File: src/rtl/hfr_pkg.sv
package hfr_pkg;

  // Default for the longest frame, in decoded bytes including the command and checksum
  localparam int unsigned MaxBytesDef = 128;

  localparam logic [7:0] ChColon   = 8'h3A;
  localparam logic [7:0] ChNewline = 8'h0A;
  localparam logic [7:0] SumTarget = 8'h55;

  localparam logic [15:0] HistLo = 16'h1050;
  localparam logic [15:0] HistHi = 16'h106E;

  localparam logic [15:0] VerMask     = 16'h3FFF;
  localparam logic [7:0]  VerPingMask = 8'h3F;

  // Width of the packed result word
  localparam int unsigned ResBits  = 102;
  localparam int unsigned ResBytes = (ResBits + 7) / 8;
  localparam int unsigned ResTdataW = ResBytes * 8;

  typedef enum logic [2:0] {
    ST_OK       = 3'd0,
    ST_SHORT    = 3'd1,
    ST_CHECKSUM = 3'd2,
    ST_ODD_HEX  = 3'd3,
    ST_OVERFLOW = 3'd4
  } status_e;

  typedef enum logic [2:0] {
    MC_DONE    = 3'd0,
    MC_UNKNOWN = 3'd1,
    MC_ERROR   = 3'd2,
    MC_PING    = 3'd3,
    MC_GET     = 3'd4,
    MC_SET     = 3'd5,
    MC_ASYNC   = 3'd6,
    MC_OTHER   = 3'd7
  } msg_class_e;

  typedef enum logic [3:0] {
    CMD_DONE    = 4'h1,
    CMD_UNKNOWN = 4'h3,
    CMD_ERROR   = 4'h4,
    CMD_PING    = 4'h5,
    CMD_GET     = 4'h7,
    CMD_SET     = 4'h8,
    CMD_ASYNC   = 4'hA
  } cmd_e;

  // Frame contents as seen when the newline arrives
  typedef struct packed {
    logic [3:0]  command;
    logic [15:0] word;
    logic [7:0]  flag;
    logic [31:0] value;
    logic [7:0]  last_byte;
    logic [7:0]  byte_sum;
    logic        overflowed;
    logic        odd_nibble;
    logic        too_short;
    logic [2:0]  value_bytes;
    logic [7:0]  count_lo;
  } frame_snap_t;

  typedef struct packed {
    logic [7:0]  byte_count;
    logic [7:0]  received_checksum;
    logic        history_day;
    logic [2:0]  value_bytes;
    logic [31:0] value_word;
    logic [7:0]  flag_byte;
    logic [13:0] version;
    logic [1:0]  app_type;
    logic [15:0] register_word;
    msg_class_e  message_class;
    logic [3:0]  command;
    status_e     status;
  } result_t;

endpackage

File: src/rtl/hfr_frame.sv
module hfr_frame import hfr_pkg::*; #(
  parameter int unsigned MaxBytes = MaxBytesDef
) (
  input  logic        clk_i,
  input  logic        rst_ni,
  input  logic        step_i,
  input  logic [7:0]  char_i,
  output logic        eol_o,
  output frame_snap_t snap_o
);

  localparam int unsigned CntW = $clog2(MaxBytes + 1);

  function automatic logic [3:0] hex_nibble(input logic [7:0] c);
    logic [3:0] n;
    n = 4'h0;
    if (c >= 8'h30 && c <= 8'h39) n = 4'(c - 8'h30);
    else if (c >= 8'h41 && c <= 8'h46) n = 4'(c - 8'h37);
    return n;
  endfunction

  logic            in_frame_q, in_frame_d;
  logic            phase_q, phase_d;
  logic [3:0]      high_q, high_d;
  logic [CntW-1:0] count_q, count_d;
  logic [7:0]      sum_q, sum_d;
  logic [3:0]      cmd_q, cmd_d;
  logic [15:0]     word_q, word_d;
  logic [7:0]      flag_q, flag_d;
  logic [31:0]     value_q, value_d;
  logic [7:0]      last_q, last_d;
  logic            ovf_q, ovf_d;

  logic [3:0] nib;
  logic [7:0] new_byte;

  assign nib      = hex_nibble(char_i);
  assign new_byte = {high_q, nib};
  assign eol_o    = in_frame_q && (char_i == ChNewline);

  always_comb begin
    in_frame_d = in_frame_q;
    phase_d    = phase_q;
    high_d     = high_q;
    count_d    = count_q;
    sum_d      = sum_q;
    cmd_d      = cmd_q;
    word_d     = word_q;
    flag_d     = flag_q;
    value_d    = value_q;
    last_d     = last_q;
    ovf_d      = ovf_q;
    if (char_i == ChColon || eol_o) begin
      // colon opens (or restarts) a frame, newline closes it
      in_frame_d = (char_i == ChColon);
      phase_d    = 1'b0;
      high_d     = '0;
      count_d    = '0;
      sum_d      = '0;
      cmd_d      = '0;
      word_d     = '0;
      flag_d     = '0;
      value_d    = '0;
      last_d     = '0;
      ovf_d      = 1'b0;
    end else if (in_frame_q) begin
      if (count_q == '0) begin
        cmd_d   = nib;
        sum_d   = {4'h0, nib};
        last_d  = {4'h0, nib};
        count_d = CntW'(1);
      end else if (!phase_q) begin
        high_d  = nib;
        phase_d = 1'b1;
      end else begin
        phase_d = 1'b0;
        if (count_q >= CntW'(MaxBytes)) begin
          ovf_d = 1'b1;
        end else begin
          if (count_q == CntW'(1)) word_d[7:0] = new_byte;
          else if (count_q == CntW'(2)) word_d[15:8] = new_byte;
          else if (count_q == CntW'(3)) flag_d = new_byte;
          else if (count_q >= CntW'(4) && count_q <= CntW'(7)) begin
            value_d[8*count_q[1:0] +: 8] = new_byte;
          end
          sum_d   = sum_q + new_byte;
          last_d  = new_byte;
          count_d = count_q + CntW'(1);
        end
      end
    end
  end

  always_ff @(posedge clk_i or negedge rst_ni) begin
    if (!rst_ni) begin
      in_frame_q <= 1'b0;
      phase_q    <= 1'b0;
      high_q     <= '0;
      count_q    <= '0;
      sum_q      <= '0;
      cmd_q      <= '0;
      word_q     <= '0;
      flag_q     <= '0;
      value_q    <= '0;
      last_q     <= '0;
      ovf_q      <= 1'b0;
    end else if (step_i) begin
      in_frame_q <= in_frame_d;
      phase_q    <= phase_d;
      high_q     <= high_d;
      count_q    <= count_d;
      sum_q      <= sum_d;
      cmd_q      <= cmd_d;
      word_q     <= word_d;
      flag_q     <= flag_d;
      value_q    <= value_d;
      last_q     <= last_d;
      ovf_q      <= ovf_d;
    end
  end

  always_comb begin
    snap_o.command    = cmd_q;
    snap_o.word       = word_q;
    snap_o.flag       = flag_q;
    snap_o.value      = value_q;
    snap_o.last_byte  = last_q;
    snap_o.byte_sum   = sum_q;
    snap_o.overflowed = ovf_q;
    snap_o.odd_nibble = phase_q;
    snap_o.too_short  = (count_q < CntW'(2));
    snap_o.count_lo   = 8'(count_q);
    // data bytes start at byte 4 and the last stored byte is the checksum
    if (count_q >= CntW'(9)) snap_o.value_bytes = 3'd4;
    else if (count_q >= CntW'(6)) snap_o.value_bytes = 3'(count_q - CntW'(5));
    else snap_o.value_bytes = 3'd0;
  end

endmodule

File: src/rtl/hfr_result.sv
module hfr_result import hfr_pkg::*; (
  input  frame_snap_t snap_i,
  output result_t     res_o
);

  function automatic msg_class_e class_of(input logic [3:0] cmd);
    msg_class_e c;
    unique case (cmd)
      CMD_DONE:    c = MC_DONE;
      CMD_UNKNOWN: c = MC_UNKNOWN;
      CMD_ERROR:   c = MC_ERROR;
      CMD_PING:    c = MC_PING;
      CMD_GET:     c = MC_GET;
      CMD_SET:     c = MC_SET;
      CMD_ASYNC:   c = MC_ASYNC;
      default:     c = MC_OTHER;
    endcase
    return c;
  endfunction

  msg_class_e  cls;
  logic [1:0]  app;
  logic [31:0] vmask;

  assign cls = class_of(snap_i.command);
  assign app = snap_i.word[15:14];

  always_comb begin
    unique case (snap_i.value_bytes)
      3'd0:    vmask = 32'h0000_0000;
      3'd1:    vmask = 32'h0000_00FF;
      3'd2:    vmask = 32'h0000_FFFF;
      3'd3:    vmask = 32'h00FF_FFFF;
      default: vmask = 32'hFFFF_FFFF;
    endcase
  end

  always_comb begin
    priority if (snap_i.overflowed)          res_o.status = ST_OVERFLOW;
    else if (snap_i.too_short)               res_o.status = ST_SHORT;
    else if (snap_i.odd_nibble)              res_o.status = ST_ODD_HEX;
    else if (snap_i.byte_sum != SumTarget)   res_o.status = ST_CHECKSUM;
    else                                     res_o.status = ST_OK;

    res_o.command       = snap_i.command;
    res_o.message_class = cls;
    res_o.register_word = snap_i.word;
    res_o.app_type      = app;
    // version: application type 3 keeps only six bits of the low byte, for any command
    if (app == 2'b11) res_o.version = 14'({8'h00, snap_i.word[7:0] & VerPingMask});
    else res_o.version = 14'(snap_i.word & VerMask);
    res_o.flag_byte         = snap_i.flag;
    res_o.value_word        = snap_i.value & vmask;
    res_o.value_bytes       = snap_i.value_bytes;
    res_o.history_day       = (cls == MC_GET || cls == MC_ASYNC) &&
                              snap_i.word >= HistLo && snap_i.word <= HistHi;
    res_o.received_checksum = snap_i.last_byte;
    res_o.byte_count        = snap_i.count_lo;
  end

endmodule

File: src/rtl/hex_frame_receiver_unit.sv
// ASCII hex frame receiver. One received character enters per word on the slave
// stream; frames look like ':' <command digit> <hex pairs> '\n'. A result word
// leaves on the master stream only for a newline inside a frame. It carries a
// status (ok, too short, checksum error, odd hex count, overflow), the command
// and its class, decoded payload fields and the byte count. Rate is one
// character per clock: the character waits in an input register, the frame
// state advances from it, and the decoded result lands in the output register
// when the newline steps out of the input register. The input side stalls
// only when a newline is waiting and the output register still holds an
// untaken result. MaxBytes sets the frame length limit.
module hex_frame_receiver_unit import hfr_pkg::*; #(
  parameter int unsigned MaxBytes = MaxBytesDef
) (
  input  logic                 clk_i,
  input  logic                 rst_ni,
  input  logic                 s_tvalid_i,
  output logic                 s_tready_o,
  input  logic [7:0]           s_tdata_i,   // [7:0] rx_char
  output logic                 m_tvalid_o,
  input  logic                 m_tready_i,
  // [2:0] status, [6:3] command, [9:7] message_class, [25:10] register_word,
  // [27:26] app_type, [41:28] version, [49:42] flag_byte, [81:50] value_word,
  // [84:82] value_bytes, [85] history_day, [93:86] received_checksum,
  // [101:94] byte_count, [103:102] zero
  output logic [ResTdataW-1:0] m_tdata_o
);

  // input register
  logic       in_vld_q;
  logic [7:0] in_char_q;

  // frame state interface
  logic        eol;
  logic        step;
  frame_snap_t snap;
  result_t     res;

  // output register
  logic    out_vld_q;
  result_t out_q;

  // A character moves on unless it is a newline closing a frame while the output register holds an untaken result.
  assign step       = in_vld_q && (!eol || !out_vld_q || m_tready_i);
  assign s_tready_o = !in_vld_q || step;

  always_ff @(posedge clk_i or negedge rst_ni) begin
    if (!rst_ni) begin
      in_vld_q <= 1'b0;
    end else if (s_tready_o) begin
      in_vld_q <= s_tvalid_i;
    end
  end

  always_ff @(posedge clk_i) begin
    if (s_tready_o && s_tvalid_i) begin
      in_char_q <= s_tdata_i;
    end
  end

  hfr_frame #(
    .MaxBytes(MaxBytes)
  ) u_frame (
    .clk_i (clk_i),
    .rst_ni(rst_ni),
    .step_i(step),
    .char_i(in_char_q),
    .eol_o (eol),
    .snap_o(snap)
  );

  hfr_result u_result (
    .snap_i(snap),
    .res_o (res)
  );

  always_ff @(posedge clk_i or negedge rst_ni) begin
    if (!rst_ni) begin
      out_vld_q <= 1'b0;
    end else if (step && eol) begin
      out_vld_q <= 1'b1;
    end else if (m_tready_i) begin
      out_vld_q <= 1'b0;
    end
  end

  always_ff @(posedge clk_i) begin
    if (step && eol) begin
      out_q <= res;
    end
  end

  assign m_tvalid_o = out_vld_q;
  assign m_tdata_o  = {{(ResTdataW - ResBits){1'b0}},
                       out_q.byte_count, out_q.received_checksum, out_q.history_day,
                       out_q.value_bytes, out_q.value_word, out_q.flag_byte,
                       out_q.version, out_q.app_type, out_q.register_word,
                       out_q.message_class, out_q.command, out_q.status};

`ifndef ASSERT_OFF
  a_eol_gives_result: assert property (@(posedge clk_i) disable iff (!rst_ni)
    step && eol |=> out_vld_q)
    else $error("newline did not load a result");

  a_no_step_no_ready: assert property (@(posedge clk_i) disable iff (!rst_ni)
    in_vld_q && eol && out_vld_q && !m_tready_i |-> !s_tready_o)
    else $error("input taken while a newline is blocked");

  a_status_range: assert property (@(posedge clk_i) disable iff (!rst_ni)
    out_vld_q |-> (out_q.status == ST_OK || out_q.status == ST_SHORT ||
                   out_q.status == ST_CHECKSUM || out_q.status == ST_ODD_HEX ||
                   out_q.status == ST_OVERFLOW))
    else $error("status code out of range");

  a_history_class: assert property (@(posedge clk_i) disable iff (!rst_ni)
    out_vld_q && out_q.history_day |->
      (out_q.message_class == MC_GET || out_q.message_class == MC_ASYNC))
    else $error("history marker on wrong message class");

  a_value_bytes: assert property (@(posedge clk_i) disable iff (!rst_ni)
    out_vld_q && out_q.value_bytes != 3'd0 |-> !$isunknown(out_q.value_word) &&
      out_q.value_bytes <= 3'd4)
    else $error("value byte count out of range");
`endif

endmodule

File: config.mk
export PLATFORM = sky130hd
export DESIGN_NAME = hex_frame_receiver_unit
export DESIGN_NICKNAME = d
export VERILOG_FILES = /design/src/rtl/hfr_pkg.sv /design/src/rtl/hfr_frame.sv /design/src/rtl/hfr_result.sv /design/src/rtl/hex_frame_receiver_unit.sv
export SDC_FILE = /design/constraint.sdc
export NUM_CORES = 1
export LEC_CHECK = 0
export BUFFER_PORTS_ARGS = -buffer_cell sky130_fd_sc_hd__buf_2
export CORE_ASPECT_RATIO = 1.25
export CORE_MARGIN = 10
export CORE_UTILIZATION = 60
export DETAILED_ROUTE_END_ITERATION = 10
export HOLD_SLACK_MARGIN = 0.02
export PLACE_DENSITY = 0.83
export SYNTH_ARGS = -nofsm -noshare
export SYNTH_HDL_FRONTEND = slang
export SYNTH_SLANG_ARGS = --single-unit
File: constraint.sdc
create_clock -name clk_i -period 10.86 [get_ports clk_i]
set_clock_uncertainty 0.05 [all_clocks]
set_input_delay 0.543 -clock clk_i [delete_from_list [all_inputs] [get_ports clk_i]]
set_output_delay 0.543 -clock clk_i [all_outputs]
set_load 0.01 [all_outputs]
==> impl_metrics.tcl <==
set metrics [dict create \
    status "complete, no violations" \
    crit_type "flip-flop to flip-flop" \
    dr.pass1.iters 5 \
    path_max_fanout 10 \
    slowest_stage "a31oi_2" \
    synth_area_leader_cell "edfxtp_1" \
    hold_viol 0 \
    ys_top_cells_by_count "102 x edfxtp_1, 93 x dfrtp_1, 55 x nand2_1" \
    final_layout_size_suffix_gt1_frac 0.263 \
    fmax_ghz 0.252 \
    grt_max_degree 64 \
    ant_nets 0 \
    multiInputGateArea_mm2 0.00260 \
    io_buffers 115 \
    syn_avg_cell_area_um2 13.2 \
    seqCellArea_mm2 0.00539 \
    h-tree-depth 4 \
    synth_ff_type "edfxtp_1" \
    yosysMostFrequentCell "edfxtp_1" \
    max_slew_margin 0.168 \
    drt_iter0_drc 451 \
    critPathLaunchType "flip-flop" \
    rows 47 \
    tightest_slew_ps 1250 \
    cts_setup_buffers 0 \
    gp_congestion 0.875 \
    peakVddDrop_mv 0.104 \
    core_mm2 0.0133 \
    dp_slack_ps 6990 \
    synth_area_leaders "edfxtp_1 37%, dfrtp_1 28%, and2_1 3.3%, mux2_4 2.7%, a22o_1 2.7%" \
    dieArea_mm2 0.0188 \
    worstHoldPathType "input pin to flip-flop" \
    yosysTopAreaCellShare 0.372 \
    synth_edf_count 102 \
    diodes 0 \
    rsz0062_at_grt "no" \
    finalMaxSlewViolations 0 \
    drt-total-wl_um 18200 \
    io_pins 118 \
    max_stage_delay_ps 570 \
    start_util 0.616 \
    die_y_um 151 \
    cts_buffer_depth 2 \
    via_per_inst 5.87 \
    antenna_found_initial 0 \
    cp-end-kind "flip-flop" \
    synthCells 625 \
    async_flop_share 0.477 \
    finalNetCount 763 \
    synth_seq_area_share 0.655 \
    n_fill_cell 866 \
    synth_seq_cells 195 \
    setup_ws_ps 6890 \
    path_cells "inv_1, ha_1, or3b_1, and4_1, a31o_2, a31oi_2, inv_1, ha_1, nand3_1, o211ai_1, o41ai_1, xnor2_1, o21bai_1, a22o_1" \
    cts-buffers-inserted 17 \
    cts_tree "built" \
    finalCriticalPeriod_ps 3970 \
    grt_pass1_wl_um 29200 \
    remaining_drc_errors 0 \
    syn2layout_area_growth_pct 15.4 \
    synth_area_mm2 0.00823 \
    ff2ff_setup_slack_ps 6890 \
    cts.clk_slew.worst_paths_ps 70 \
    grt_pass1_vias 5460 \
    avgRoutedWirePerCell_um 19.9 \
    pwr_density_cell_mw_per_mm2 187 \
    yosys_warnings 0 \
    crit_required_ps 11130 \
    grt_usage 0.193 \
    dp_hpwl_um 12600 \
    cts_sinks 195 \
    clk_latency_ps 430 \
    maxCapViolCount 0 \
    setup_viol 0 \
    cts_root_buf "clkbuf_16" \
    fin_setup_tns_ps 0 \
    vias 5385 \
    p_leak_uw 0.00390 \
    die_w_um 125 \
    fin_crit_sh 0.365 \
    grt_remaining_overflow 0 \
    arrival_ps 4240 \
    synth_cell_types 63 \
]
==> critical path: cells and delay by family, from the launching register on <==
family                     cells  cell delay [ps]
AOI/OAI and AO/OA              6             1570
and+or+nand+nor                3              700
adders and majority gates      2              550
DFF                            1              470
buffers and inverters          2              330
xor gates and xnor gates       1              190
==> cell families (layout without fill, tap and decap cells) <==
| logic type | after synthesis | after routing | share of synthesized area |
|---|---|---|---|
| AOI/OAI and AO/OA | 124 | 124 | 0.0986 |
| xor gates and xnor gates | 6 | 6 | 0.00639 |
| muxes | 30 | 30 | 0.0475 |
| other | 1 | 2 | 0.000456 |
| DFF | 195 | 195 | 0.655 |
| buffers and inverters | 50 | 170 | 0.0310 |
| adders and majority gates | 18 | 18 | 0.0283 |
| and+or+nand+nor | 201 | 201 | 0.132 |
==> per-layer routing <==
| metal | global-route usage | share of wire |
|---|---|---|
| met5 | 0 | 0 |
| met4 | 0.0817 | 0.021 |
| met3 | 0.0434 | 0.061 |
| met2 | 0.337 | 0.52 |
| met1 | 0.227 | 0.40 |
==> path summary, 6_finish.rpt <==
kind | depth (start not counted) | end | from
worst min register to register | 0 | m_tdata_o[92] | u_frame.last_q[6]
worst min-delay path | 1 | in_char_q[6] | s_tdata_i[6]
worst max-delay path | 14 | u_frame.sum_q[7] | in_char_q[0]
max in group asynchronous | 3 | u_frame.count_q[0] | rst_ni
min in group asynchronous | 2 | u_frame.word_q[1] | rst_ni
worst max register to register | 14 | u_frame.sum_q[7] | in_char_q[0]
==> metrics by stage <==
stage | cell area, um2 | hold slack, ps | utilization | power (uW) | std cells
after detailed placement | 8880 | 387 | 0.665 | 1160 | 884
final | 9490 | 233 | 0.711 | 1770 | 917
after CTS | 9490 | 229 | 0.711 | 1770 | 917
after floorplan | 8230 | 197 | - | 1080 | 626
after global routing | 9490 | 225 | 0.711 | 1840 | 917
after global placement | 8880 | 382 | 0.665 | 1140 | 884
==> final cells by class <==
| class | instances | area share |
|---|---|---|
| repair buffers | 120 | 0.0651 |
| inverters | 18 | 0.00712 |
| clock buffers | 17 | 0.0448 |
| clock inverters | 15 | 0.0185 |
| flip-flops and latches | 195 | 0.568 |
| well taps | 171 | 0.0225 |
| multi-input cells | 381 | 0.274 |
==> state kept, by name (all words and copies together), names as in the netlist <==
| name | count |
|---|---|
| u_frame.high_q | 4 |
| u_frame.ovf_q | 1 |
| u_frame.last_q | 8 |
| u_frame.word_q | 16 |
| u_frame.cmd_q | 4 |
| in_char_q | 8 |
| u_frame.count_q | 8 |
| m_tvalid_o | 1 |
| u_frame.flag_q | 8 |
| u_frame.in_frame_q | 1 |
| u_frame.phase_q | 1 |
| in_vld_q | 1 |
| m_tdata_o | 94 |
| u_frame.sum_q | 8 |
| u_frame.value_q | 32 |
==> cells in the final DEF (no fill, tap or decap), drive strengths merged, types with 6 or more instances in the layout <==
| cell type | synthesis | final |
|---|---|---|
| nor2 | 32 | 32 |
| o21ai | 48 | 48 |
| nor4 | 7 | 7 |
| mux2 | 27 | 27 |
| edfxtp | 102 | 102 |
| buf | 16 | 119 |
| nand2b | 7 | 7 |
| clkbuf | 16 | 17 |
| inv | 18 | 27 |
| nor2b | 9 | 9 |
| and2 | 43 | 43 |
| or2 | 6 | 6 |
| a22o | 25 | 25 |
| nand3 | 8 | 8 |
| ha | 17 | 17 |
| nor3 | 10 | 10 |
| a21oi | 19 | 19 |
| a21o | 6 | 6 |
| nand2 | 55 | 55 |
| a31oi | 6 | 6 |
| dfrtp | 93 | 93 |
==> timing repair <==
item,in CTS,in global routing
hold endpoints to repair,30,0
endpoints found under the setup margin,0,0
hold buffers,1,0
gates resized for setup,0,0
==> power by group <==
part,switching (uW),leakage (uW),internal (uW)
clock network,308,0.000291,313
registers,68.6,0.00204,831
logic,155,0.00157,95.4
total,531,0.00390,1240
No activity file was read; power rests on OpenSTA's default activity.
